$ cat src/design/metc_pkg.sv
// ----------------------------------------------------------------------------
// metc_pkg: shared types and constants for the escape-time pixel core
// Payload structs, configuration register map, controller states and the
// command/status bundles that join the controller to the datapath.
// ----------------------------------------------------------------------------
package metc_pkg;

	// Default parameter values
	localparam int METC_MAX_DIM    = 1024;
	localparam int METC_ITER_LIMIT = 1023;
	localparam int METC_FRAC_BITS  = 28;

	// Field widths
	localparam int PIX_W    = 10;
	localparam int CNT_W    = 10;
	localparam int GRAY_W   = 8;
	localparam int COORD_W  = 32;
	localparam int SPAN_W   = COORD_W + 1;
	localparam int PROD_W   = SPAN_W + PIX_W + 1;
	localparam int MAG_W    = PROD_W - 1;
	localparam int ITER_W   = 10;
	localparam int RAD_W    = 3;
	localparam int DIM_CFG_W = 11;

	// Configuration port
	localparam int APB_ADDR_W = 5;
	localparam int APB_DATA_W = 32;

	// Register reset values
	localparam logic signed [COORD_W-1:0] RST_RE_MIN = -32'sd536870912;
	localparam logic signed [COORD_W-1:0] RST_RE_MAX = 32'sd268435456;
	localparam logic signed [COORD_W-1:0] RST_IM_MIN = -32'sd402653184;
	localparam logic signed [COORD_W-1:0] RST_IM_MAX = 32'sd402653184;
	localparam logic [ITER_W-1:0]    RST_MAX_ITER   = 10'd255;
	localparam logic [RAD_W-1:0]     RST_RADIUS     = 3'd2;
	localparam logic [DIM_CFG_W-1:0] RST_WIDTH      = 11'd400;
	localparam logic [DIM_CFG_W-1:0] RST_HEIGHT     = 11'd400;

	// Register indexes (byte address / 4)
	typedef enum logic [2:0] {
		REG_RE_MIN,
		REG_RE_MAX,
		REG_IM_MIN,
		REG_IM_MAX,
		REG_MAX_ITER,
		REG_RADIUS,
		REG_WIDTH,
		REG_HEIGHT
	} metc_reg_e;

	// Payloads
	typedef struct packed {
		logic [PIX_W-1:0] pixel_x;
		logic [PIX_W-1:0] pixel_y;
	} metc_in_t;

	typedef struct packed {
		logic [CNT_W-1:0]  iteration_count;
		logic [GRAY_W-1:0] gray_level;
	} metc_out_t;

	// Configuration as seen by the datapath
	typedef struct packed {
		logic signed [COORD_W-1:0] re_min;
		logic signed [COORD_W-1:0] re_max;
		logic signed [COORD_W-1:0] im_min;
		logic signed [COORD_W-1:0] im_max;
		logic [ITER_W-1:0]         max_iterations;
		logic [RAD_W-1:0]          escape_radius;
		logic [DIM_CFG_W-1:0]      image_width;
		logic [DIM_CFG_W-1:0]      image_height;
	} metc_cfg_t;

	// Which operands the shared divider works on
	typedef enum logic [1:0] {
		DIV_RE,
		DIV_IM,
		DIV_GRAY
	} metc_div_sel_e;

	// Controller states
	typedef enum logic [3:0] {
		S_IDLE,
		S_MUL,
		S_DRE_GO,
		S_DRE_WAIT,
		S_DIM_GO,
		S_DIM_WAIT,
		S_ITER,
		S_GDIV_GO,
		S_GDIV_WAIT,
		S_DONE
	} metc_state_e;

	// Controller to datapath
	typedef struct packed {
		logic          load_pix;
		logic          map_mul;
		logic          div_start;
		metc_div_sel_e div_sel;
		logic          cap_re;
		logic          cap_im;
		logic          iter_init;
		logic          iter_step;
		logic          cap_gray;
		logic          out_load;
	} metc_cmd_t;

	// Datapath to controller
	typedef struct packed {
		logic div_done;
		logic iter_stop;
		logic limit_zero;
		logic out_free;
	} metc_sts_t;

endpackage

$ cat src/design/metc_ctrl.sv
// ----------------------------------------------------------------------------
// metc_ctrl: sequencing state machine
// Steps one pixel through mapping, the two axis divisions, the iteration
// loop and the gray-level division, then hands the result to the output.
// ----------------------------------------------------------------------------
module metc_ctrl (
	input  logic                clk,
	input  logic                arst_n,
	input  logic                pix_valid,
	output logic                pix_ready,
	input  metc_pkg::metc_sts_t sts,
	output metc_pkg::metc_cmd_t cmd
);
	import metc_pkg::*;

	metc_state_e state_q;
	metc_state_e state_nx;

	// state register
	always_ff @(posedge clk or negedge arst_n) begin
		if (!arst_n)
			state_q <= S_IDLE;
		else
			state_q <= state_nx;
	end

	// next state
	always_comb begin
		state_nx = state_q;
		case (state_q)
			S_IDLE:      if (pix_valid) state_nx = S_MUL;
			S_MUL:       state_nx = S_DRE_GO;
			S_DRE_GO:    state_nx = S_DRE_WAIT;
			S_DRE_WAIT:  if (sts.div_done) state_nx = S_DIM_GO;
			S_DIM_GO:    state_nx = S_DIM_WAIT;
			S_DIM_WAIT:  if (sts.div_done) state_nx = S_ITER;
			S_ITER: begin
				if (sts.iter_stop)
					state_nx = sts.limit_zero ? S_DONE : S_GDIV_GO;
			end
			S_GDIV_GO:   state_nx = S_GDIV_WAIT;
			S_GDIV_WAIT: if (sts.div_done) state_nx = S_DONE;
			S_DONE:      if (sts.out_free) state_nx = S_IDLE;
			default:     state_nx = S_IDLE;
		endcase
	end

	// outputs
	always_comb begin
		cmd       = '0;
		cmd.div_sel = DIV_RE;
		pix_ready = 1'b0;
		case (state_q)
			S_IDLE: begin
				pix_ready    = 1'b1;
				cmd.load_pix = pix_valid;
			end
			S_MUL: cmd.map_mul = 1'b1;
			S_DRE_GO: begin
				cmd.div_start = 1'b1;
				cmd.div_sel   = DIV_RE;
			end
			S_DRE_WAIT: begin
				cmd.div_sel = DIV_RE;
				cmd.cap_re  = sts.div_done;
			end
			S_DIM_GO: begin
				cmd.div_start = 1'b1;
				cmd.div_sel   = DIV_IM;
			end
			S_DIM_WAIT: begin
				cmd.div_sel   = DIV_IM;
				cmd.cap_im    = sts.div_done;
				cmd.iter_init = sts.div_done;
			end
			S_ITER: cmd.iter_step = !sts.iter_stop;
			S_GDIV_GO: begin
				cmd.div_start = 1'b1;
				cmd.div_sel   = DIV_GRAY;
			end
			S_GDIV_WAIT: begin
				cmd.div_sel  = DIV_GRAY;
				cmd.cap_gray = sts.div_done;
			end
			S_DONE: cmd.out_load = sts.out_free;
			default: cmd = '0;
		endcase
	end

endmodule

$ cat config.mk
export PLATFORM = sky130hd
export DESIGN_NAME = metc_ctrl
export DESIGN_NICKNAME = d
export VERILOG_FILES = /design/src/design/metc_pkg.sv /design/src/design/metc_ctrl.sv
export SDC_FILE = /design/constraint.sdc
export NUM_CORES = 1
export LEC_CHECK = 0
export BUFFER_PORTS_ARGS = -buffer_cell sky130_fd_sc_hd__buf_4
export CORE_AREA = 5 5 42 44
export CTS_CLUSTER_SIZE = 8
export DETAILED_ROUTE_END_ITERATION = 12
export DIE_AREA = 0 0 47 49
export PLACE_DENSITY = 0.65
export REMOVE_ABC_BUFFERS = 1
export SYNTH_ARGS = -nofsm -noshare
export SYNTH_HDL_FRONTEND = slang
export SYNTH_SLANG_ARGS = --single-unit
$ cat constraint.sdc
create_clock -name clk -period 4.1 [get_ports clk]
set_input_delay 0.615 -clock clk [delete_from_list [all_inputs] [get_ports clk]]
set_output_delay 0.615 -clock clk [all_outputs]
set_load 0.05 [all_outputs]
Yosys cells after proc, flatten, opt, wreduce, memory -nomap -nowiden
Index checks and enable logic that the tools add are counted.
{"block": "totals", "out_inout_bits": 12, "regBits": 4, "input_bits": 7, "word_cells": 40}
{"block": "op_classes", "n_mux": 18, "reduce_logical": 6, "eq_ne": 15}
{"operator": "$pmux 4 s10", "n": 1}
{"operator": "$mux 4", "n": 7}
{"operator": "$eq 4x3->1 const B", "n": 4}
{"operator": "$ne 2x2->1 const B", "n": 6}
{"operator": "$eq 4x2->1 const B", "n": 2}
{"operator": "$eq 4x4->1 const B", "n": 2}
{"operator": "$mux 1", "n": 8}
{"operator": "$reduce_and 6->1", "n": 1}
{"operator": "$eq 4x1->1 const B", "n": 1}
{"operator": "$logic_not 4->1", "n": 1}
{"operator": "$pmux 2 s2", "n": 1}
{"operator": "$reduce_or 2->1", "n": 2}
{"operator": "$reduce_or 3->1", "n": 1}
{"operator": "$mux 2", "n": 1}
{"operator": "$logic_not 1->1", "n": 1}

Longest topological paths before layout
Gate-level depths: netlist of the first run.
{"block": "logic_depth", "ltp_word": 3, "depth_mapped": 5, "mapped_depth_nobuf": 4}

Least setup slack after synthesis of the first run
OpenSTA, ideal clock, no wires.
{"block": "synth_timing", "path_type": "register to output", "from": "reg state_q[1]", "to": "out cmd[10] (netlist name)", "path_buffers": 1, "path_slack_ns": 0.672, "arrival_time_ns": 2.813, "path_stages_with_launch": 4, "cell_sequence": "dfrtp_1 > clkbuf_1 > nor4_1 > and2_1"}
{"item": "from (decl)", "line_no": "metc_ctrl.sv:16", "source": "metc_state_e state_q;"}
{"item": "from (signal assigned)", "line_no": "metc_ctrl.sv:24", "source": "state_q <= state_nx;"}
{"item": "to (decl)", "line_no": "metc_ctrl.sv:12", "source": "output metc_pkg::metc_cmd_t cmd"}

==> run metrics, run 1 <==
max reg flops=4; Least-Margin Pin Slew=0.576 ns; GRT Overall Usage=10.3%; sequential standard cell area=100 sq um; hold_buf cts=0; via count of the first global-routing pass=409; area used by multi-input combinational logic=290 sq um; Netlist cell types=31; async set or reset register ratio after synthesis=100%; Die Span Y=49 um; Peak VDD IR=0.000305 V; synthesized area per cell=7.87 sq um; die width=47 um; Starting Density=30.9%; Post-synth EDFFs=0; global route overflow=0; startpoint types=register; outcome=completed; CP Class=reg -> out; layout cell share with drive strength beyond 1=38.6%; Syn Inst Count=55; Post-Route WL=1.05 mm; cts bufs inserted=3; Layout Skew=0.00739 ns; dpl cell area=553 sq um; met3 global-route usage=4.06%; GRT met2 Usage=14.7%; CP max FO=18; Critical Path RT=3.48 ns; Tmin final=2.41 ns; relative slew slack=61.6%; row count=14; Antenna Nets Post-Route=0; largest net degree at the start of global routing=19; CTS Sinks=4; Clock Latency Late Sink=0.24 ns; busiest layer in global routing=met2; detailed-route DRC error count=0; H-Tree Depth=1; core area=0.00140 sq mm; TritonRoute pass-1 iters=3; CTS Buffer Depth=2; CP Cell Sequence=or4b_4, o21ai_1, buf_4; Placed Cells=83; Worst setup EP type=output port; max-slew violations=0; IO Count=19; P&R area growth vs syn=32.9%; cell area after layout=576 sq um; Fill cells=164; total power=0.543 mW; via count=462; Power per Cell Area=943 mW/mm^2; Antenna Cells=0; final RePlAce weighted congestion=0.732; Worst EP arrival=1.79 ns; mapped cell area=433 sq um; post-CTS resize count=0; Top FF cell, synth=dfrtp_1; Setup TNS=0 ns; RSZ-0062 raised after global routing=false; TritonCTS clock tree=done; hold crit path type=in -> async; max_cap viols=0; Synth Register Bits=4; Post-DP HPWL=782 um; IO buf count=18; Reg clk slew, reported paths=0.04 ns; DR vias/cell=5.37; Ys Warns=0; Final setup viols=0; Root Driver=clkbuf_4; postcts setup bufs=0; final std cells w/o fill=86; initial antenna violation count=0; flop-to-flop setup slack=2.40 ns; met1 Use GR=14.1%; Fin. Hold Viols=0; P_leak=0.260 nW; Max Clk Rate=415 MHz; Routed wire per std cell=12.3 um; Final Core Density=41.1%; global-route wire length before repair=1.78 mm; CP max stage delay=0.70 ns; Largest Register=state_q; biggest regs=state_q: 4 flops; Slowest-stage cell, CP=dfrtp_1; period utilisation layout=58.8%; DRT iter0 DRCs=3; Die Area=0.00230 sq mm; sequential share of the synthesized area=23.1%; nets=79
[worst max-delay path, delay by kind of cell (launching register included)]
family                 cells  cell delay [ns]
buffers and inverters      1             0.21
and+or+nand+nor            1             0.56
AOI/OAI and AO/OA          1             0.09
DFF                        1             0.70
[area by class of cell]
| cell class | count | share of cell area (%) |
|---|---|---|
| multi-input combinational | 43 | 50.4 |
| timing repair buffer | 18 | 23.5 |
| clock buffer | 3 | 3.91 |
| sequential | 4 | 17.4 |
| tap | 16 | 3.48 |
| inverter | 2 | 1.30 |
[power breakdown]
part           internal (mW)  switching, mW
clock network         0.0327         0.0160
logic                  0.133          0.229
registers             0.0580         0.0736
total                  0.224          0.319
[worst paths after layout]
path | startpoint | end | depth (start not counted)
hold reg to reg | state_q[2] | state_q[2] | 2
min in group clk | sts[2] | state_q[3] | 4
max in group asynchronous | arst_n | state_q[0] | 1
setup / recovery | state_q[3] | cmd[7] | 3
setup reg to reg | state_q[3] | state_q[0] | 4
hold / removal | arst_n | state_q[1] | 1
[routing by layer]
metal  up-vias  wire [um]
li1        236          -
met1       213        471
met2        13        496
met5         -          0
met4         0          0
met3         0         86
[synth_stat cells, types with 2 or more instances]
cell type / instances / share of area [%]
nor2_1: 6 / 5.2
dfrtp_1: 4 / 23
nand2_1: 4 / 3.5
nor4_1: 4 / 5.8
clkbuf_1: 3 / 2.6
o31ai_1: 3 / 5.2
a211oi_1: 2 / 3.5
a21oi_1: 2 / 2.3
and2_1: 2 / 2.9
nand2b_1: 2 / 2.9
nor3_1: 2 / 2.3
o21ai_1: 2 / 2.3
[cells by family after synthesis]
family / count (synthesis) / synth area share, %
AND/OR/NAND/NOR: 27 / 39.6
XOR/XNOR: 1 / 2.02
multiplexers: 1 / 2.31
flip-flops: 4 / 23.1
AO/OA/AOI/OAI: 14 / 23.1
buffers and inverters: 8 / 9.82
[metrics by stage]
step / setup WS [ns] / hold slack, ns
2_1_floorplan: -0.104 / 0.319
3_3_place_gp: 1.97 / 0.412
3_5_place_dp: 1.94 / 0.413
4_1_cts: 1.67 / 0.158
5_1_grt: 1.59 / 0.150
6_report: 1.69 / 0.163
[cells in the final DEF (no fill, tap or decap), types with 2 or more instances in the layout]
cell	n
nand2_1	4
nor3_1	2
nor4_1	4
and2_1	2
o21ai_1	2
nand2b_1	2
a211oi_1	2
buf_4	18
a21oi_1	2
dfrtp_1	4
o31ai_1	3
nor2_1	6
clkbuf_4	3
No activity file was read; power rests on OpenSTA's default activity.
==> run 2, diff against run 1 <==
- PLACE_DENSITY: 0.65 -> 0.68
- clock period: 4.1 -> 1.99 ns (I/O delays scaled with it)
==> run 2 against run 1 <==
Against the previous run:
- first-iteration DRC count shrank 33%
- clock power increased by 99%
- sequential power rose by 72%
- sequential share of layout area down 0.59 points
- critical path depth unchanged
- critical path type unchanged
- critical endpoint is now cmd[1]
==> run metrics, run 2 (synthesis gave the netlist of run 1 again) <==
CP top delay family=simple AND/OR/NAND/NOR gates; global route overflow=0; startpoint types=register; Fin. Hold Viols=0; layout cell share with drive strength beyond 1=43.2%; DRT iter0 DRCs=2; Setup WS pre-CTS=0.264 ns; nets=83; period utilisation layout=95.6%; die width=47 um; Final Core Density=43.6%; initial antenna violation count=0; CTS Sinks=4; Die Span Y=49 um; CP Class=reg -> out; Routed wire per std cell=12.8 um; Max Clk Rate=526 MHz; Worst setup EP type=output port; relative slew slack=74.9%; global-route wire length before repair=1.95 mm; combinational share of power=72.0%; Largest Register=state_q; DR vias/cell=5.56; P&R area growth vs syn=41.0%; total power=1.16 mW; Worst EP arrival=1.60 ns; Int Pwr=0.492 mW; outcome=completed; GRT Overall Usage=10.9%; final std cells w/o fill=90; largest net degree at the start of global routing=16; Critical Path RT=1.69 ns; Placed Cells=86; NetSw=0.666 mW; Root Driver=clkbuf_4; detailed-route DRC error count=0; Antenna Nets Post-Route=0; commonest non-fill, non-tap cell in the layout=buf_4; P_leak=0.277 nW; most frequent cells in the layout=21 x buf_4, 6 x nor2_1, 4 x nor4_1, 4 x nand2_1; CP max stage delay=0.57 ns; Starting Density=30.9%; PnR worst setup slack=0.0877 ns; Setup TNS=0 ns; hold crit path type=in -> async; via count of the first global-routing pass=465; max reg flops=4; row count=14; Clock Latency Late Sink=0.23 ns; Tmin final=1.90 ns; postcts setup bufs=0; final hold slack=0.406 ns; dpl cell area=576 sq um; core area=0.00140 sq mm; RSZ-0062 raised after global routing=false; Layout Skew=0.00405 ns; part of the power in the clock network=8.4%; Least-Margin Pin Slew=0.373 ns; TritonCTS clock tree=done; CP max FO=15; Net Sw Frac=57.5%; H-Tree Depth=1; IO Count=19; Critical Path Source=state_q[1]; Power per Cell Area=1900 mW/mm^2; Slowest-stage cell, CP=or4b_4; cell area after layout=611 sq um; Post-Route WL=1.15 mm; via count=500; CTS Buffer Depth=2; Post-DP HPWL=940 um; CP Cell Sequence=or4b_4, nor2_1, buf_4; Reg clk slew, reported paths=0.04 ns; Reg2Reg Launch Point=state_q[1]; TritonRoute pass-1 iters=4; max-slew violations=0; biggest regs=state_q: 4 flops; part of the power in registers=19.6%; IO buf count=18; cts bufs inserted=3; Final setup viols=0; final RePlAce weighted congestion=0.814; max_cap viols=0; Antenna Cells=0; WP buf/inv=1; Peak VDD IR=0.000592 V; Die Area=0.00230 sq mm
[run 2: layout make-up]
type	instances	area, sq um
Clock buffer	3	22.5
Fill cell	149	791
Inverter	2	7.51
Multi-Input combinational cell	43	290
Sequential cell	4	103
Tap cell	16	20.0
Timing Repair Buffer	22	168
[run 2: timing repair]
| action | CTS | global route |
|---|---|---|
| gates resized for setup | 0 | 2 |
| endpoints found under the hold margin | 4 | 0 |
| hold buffers | 1 | 0 |
| setup endpoints to repair | 0 | 6 |
[run 2: power groups by stage]
| stage | Combinational (mW) | Sequential [mW] | Clock [mW] |
|---|---|---|---|
| after floorplan | 0.583 | 0.231 | 0 |
| after global placement | 0.830 | 0.218 | 0 |
| after detailed placement | 0.840 | 0.220 | 0 |
| after CTS | 0.842 | 0.219 | 0.102 |
| after global routing | 0.897 | 0.238 | 0.109 |
| final | 0.834 | 0.227 | 0.0968 |
[run 2: final timing paths]
kind,to,slack [ns],cells past startpoint
min in group clk,state_q[1],0.51,3
max in group asynchronous,state_q[2],1.47,2
setup reg to reg,state_q[0],0.48,4
hold reg to reg,state_q[2],0.66,2
setup / recovery,cmd[1],0.09,3
hold / removal,state_q[3],0.41,2
[run 2: routing by layer]
layer  track usage [%]  up-vias  part of all wire, %
met2              16.7       14                   48
met3              3.32        0                  7.9
met5                 0        -                    0
met1              13.5      241                   44
met4              5.07        0                    0
li1                  -      245                    -
==> run 3, diff against run 2 <==
- SETUP_SLACK_MARGIN: unset -> 0.15
==> run 3 against run 2 <==
Against the previous run:
- largest cell class unchanged
- critical path type unchanged
- register-to-register slack lost 0.13 ns
- clock skew is essentially flat
- non-clock buffer count up 11
- die area did not move
- final cell count rose by 12%
- highest routed layer is now met4
- combinational power rose by 26%
==> run metrics, run 3 (synthesis gave the netlist of run 1 again) <==
outcome=completed; core area=0.00140 sq mm; CP max stage delay=0.43 ns; global-route wire length before repair=2.35 mm; die width=47 um; P&R area growth vs syn=65.6%; H-Tree Depth=1; CP Cell Sequence=buf_4, nor4_1, and2_1, buf_4; part of the power in the clock network=7.3%; NetSw=0.728 mW; Largest Register=state_q; Post-DP HPWL=940 um; commonest non-fill, non-tap cell in the layout=buf_4; Setup TNS=0 ns; max_cap viols=0; max reg flops=4; Fin. Hold Viols=0; most frequent cells in the layout=29 x buf_4, 5 x nor2_1, 4 x nand2_1; initial antenna violation count=0; Root Driver=clkbuf_4; part of the power in registers=14.8%; max-slew violations=0; P_leak=0.335 nW; Worst setup EP type=output port; Antenna Nets Post-Route=0; Antenna Cells=0; TritonRoute pass-1 iters=6; biggest regs=state_q: 4 flops; Final setup viols=0; Clock Latency Late Sink=0.23 ns; detailed-route DRC error count=0; Reg clk slew, reported paths=0.04 ns; final RePlAce weighted congestion=0.814; Layout Skew=0.00423 ns; global route overflow=0; CTS Buffer Depth=2; area used by multi-input combinational logic=308 sq um; sequential standard cell area=104 sq um; Setup WS pre-CTS=0.264 ns; Power per Cell Area=1870 mW/mm^2; Tmin final=1.82 ns; total power=1.34 mW; largest net degree at the start of global routing=16; Least-Margin Pin Slew=0.386 ns; CP max FO=5; RSZ-0062 raised after global routing=true; Slowest-stage cell, CP=dfrtp_2; WP buf/inv=2; layout cell share with drive strength beyond 1=55.3%; Fill cells=132; Int Pwr=0.615 mW; IO buf count=18; IO Count=19; startpoint types=register; CTS Sinks=4; CP Class=reg -> out; nets=94; Net Sw Frac=54.2%; Max Clk Rate=548 MHz; via count=553; Post-Route WL=1.44 mm; CP top delay family=simple AND/OR/NAND/NOR gates; hold crit path type=in -> async; PnR worst setup slack=0.166 ns; Die Area=0.00230 sq mm; period utilisation layout=91.6%; DR vias/cell=5.48; combinational share of power=77.9%; Routed wire per std cell=14.2 um; row count=14; most used cell, CP=buf_4; Peak VDD IR=0.000642 V; Die Span Y=49 um; relative slew slack=74.1%; Starting Density=30.9%; via count of the first global-routing pass=560; Critical Path RT=1.69 ns; TritonCTS clock tree=done; DRT iter0 DRCs=11; GRT Overall Usage=13.4%; final hold slack=0.405 ns; cts bufs inserted=3; Worst EP arrival=1.53 ns
==> run 3: final timing paths <==
kind / slack [ns] / end / startpoint / cells past startpoint
hold / removal: 0.40 / state_q[3] / arst_n / 2
setup / recovery: 0.17 / cmd[10] / state_q[0] / 4
hold reg to reg: 0.66 / state_q[2] / state_q[3] / 2
setup reg to reg: 0.35 / state_q[0] / state_q[1] / 5
min in group clk: 0.52 / state_q[1] / sts[3] / 3
max in group asynchronous: 1.47 / state_q[0] / arst_n / 2
==> run 3: worst reg2reg max path: stages, from the launching register on <==
cell and delay, ns:
dfrtp_2 0.44, or4b_4 0.59, buf_4 0.17, nor2_2 0.08, a211oi_2 0.06, mux2i_1 0.20
==> run 3: per-stage QoR <==
step / area (sq um) / utilization (%) / std cells
floorplan: 398 / - / 49
global placement: 576 / 41.1 / 86
detailed placement: 576 / 41.1 / 86
CTS: 697 / 49.7 / 100
global route: 717 / 51.2 / 101
finish: 717 / 51.2 / 101
==> run 3: area by class of cell <==
type	instances	share of cell area, %
multi-input cells	43	42.9
clock buffers	3	3.14
well taps	16	2.79
repair buffers	33	35.6
flip-flops and latches	4	14.5
inverters	2	1.05
==> run 3: power by group through the flow <==
stage	registers (mW)	clock network (mW)	logic, mW
finish	0.199	0.0978	1.05
global route	0.205	0.109	1.12
CTS	0.193	0.102	1.01
detailed placement	0.220	0	0.840
global placement	0.218	0	0.830
floorplan	0.231	0	0.583
==> run 3: metal layers <==
layer | track usage (%) | up-vias | wire length (um)
met5 | 0 | - | 0
met2 | 21.7 | 22 | 751
met4 | 7.37 | 0 | 19
li1 | - | 263 | -
met3 | 3.32 | 2 | 104
met1 | 15.3 | 266 | 562
==> run 3: timing repair <==
item	4_1_cts	5_1_grt
buffers inserted	10	1
endpoints found under the hold margin	4	0
hold buffers	1	0
gates resized for setup	7	3
setup endpoints to repair	7	7
pin swaps	0	1
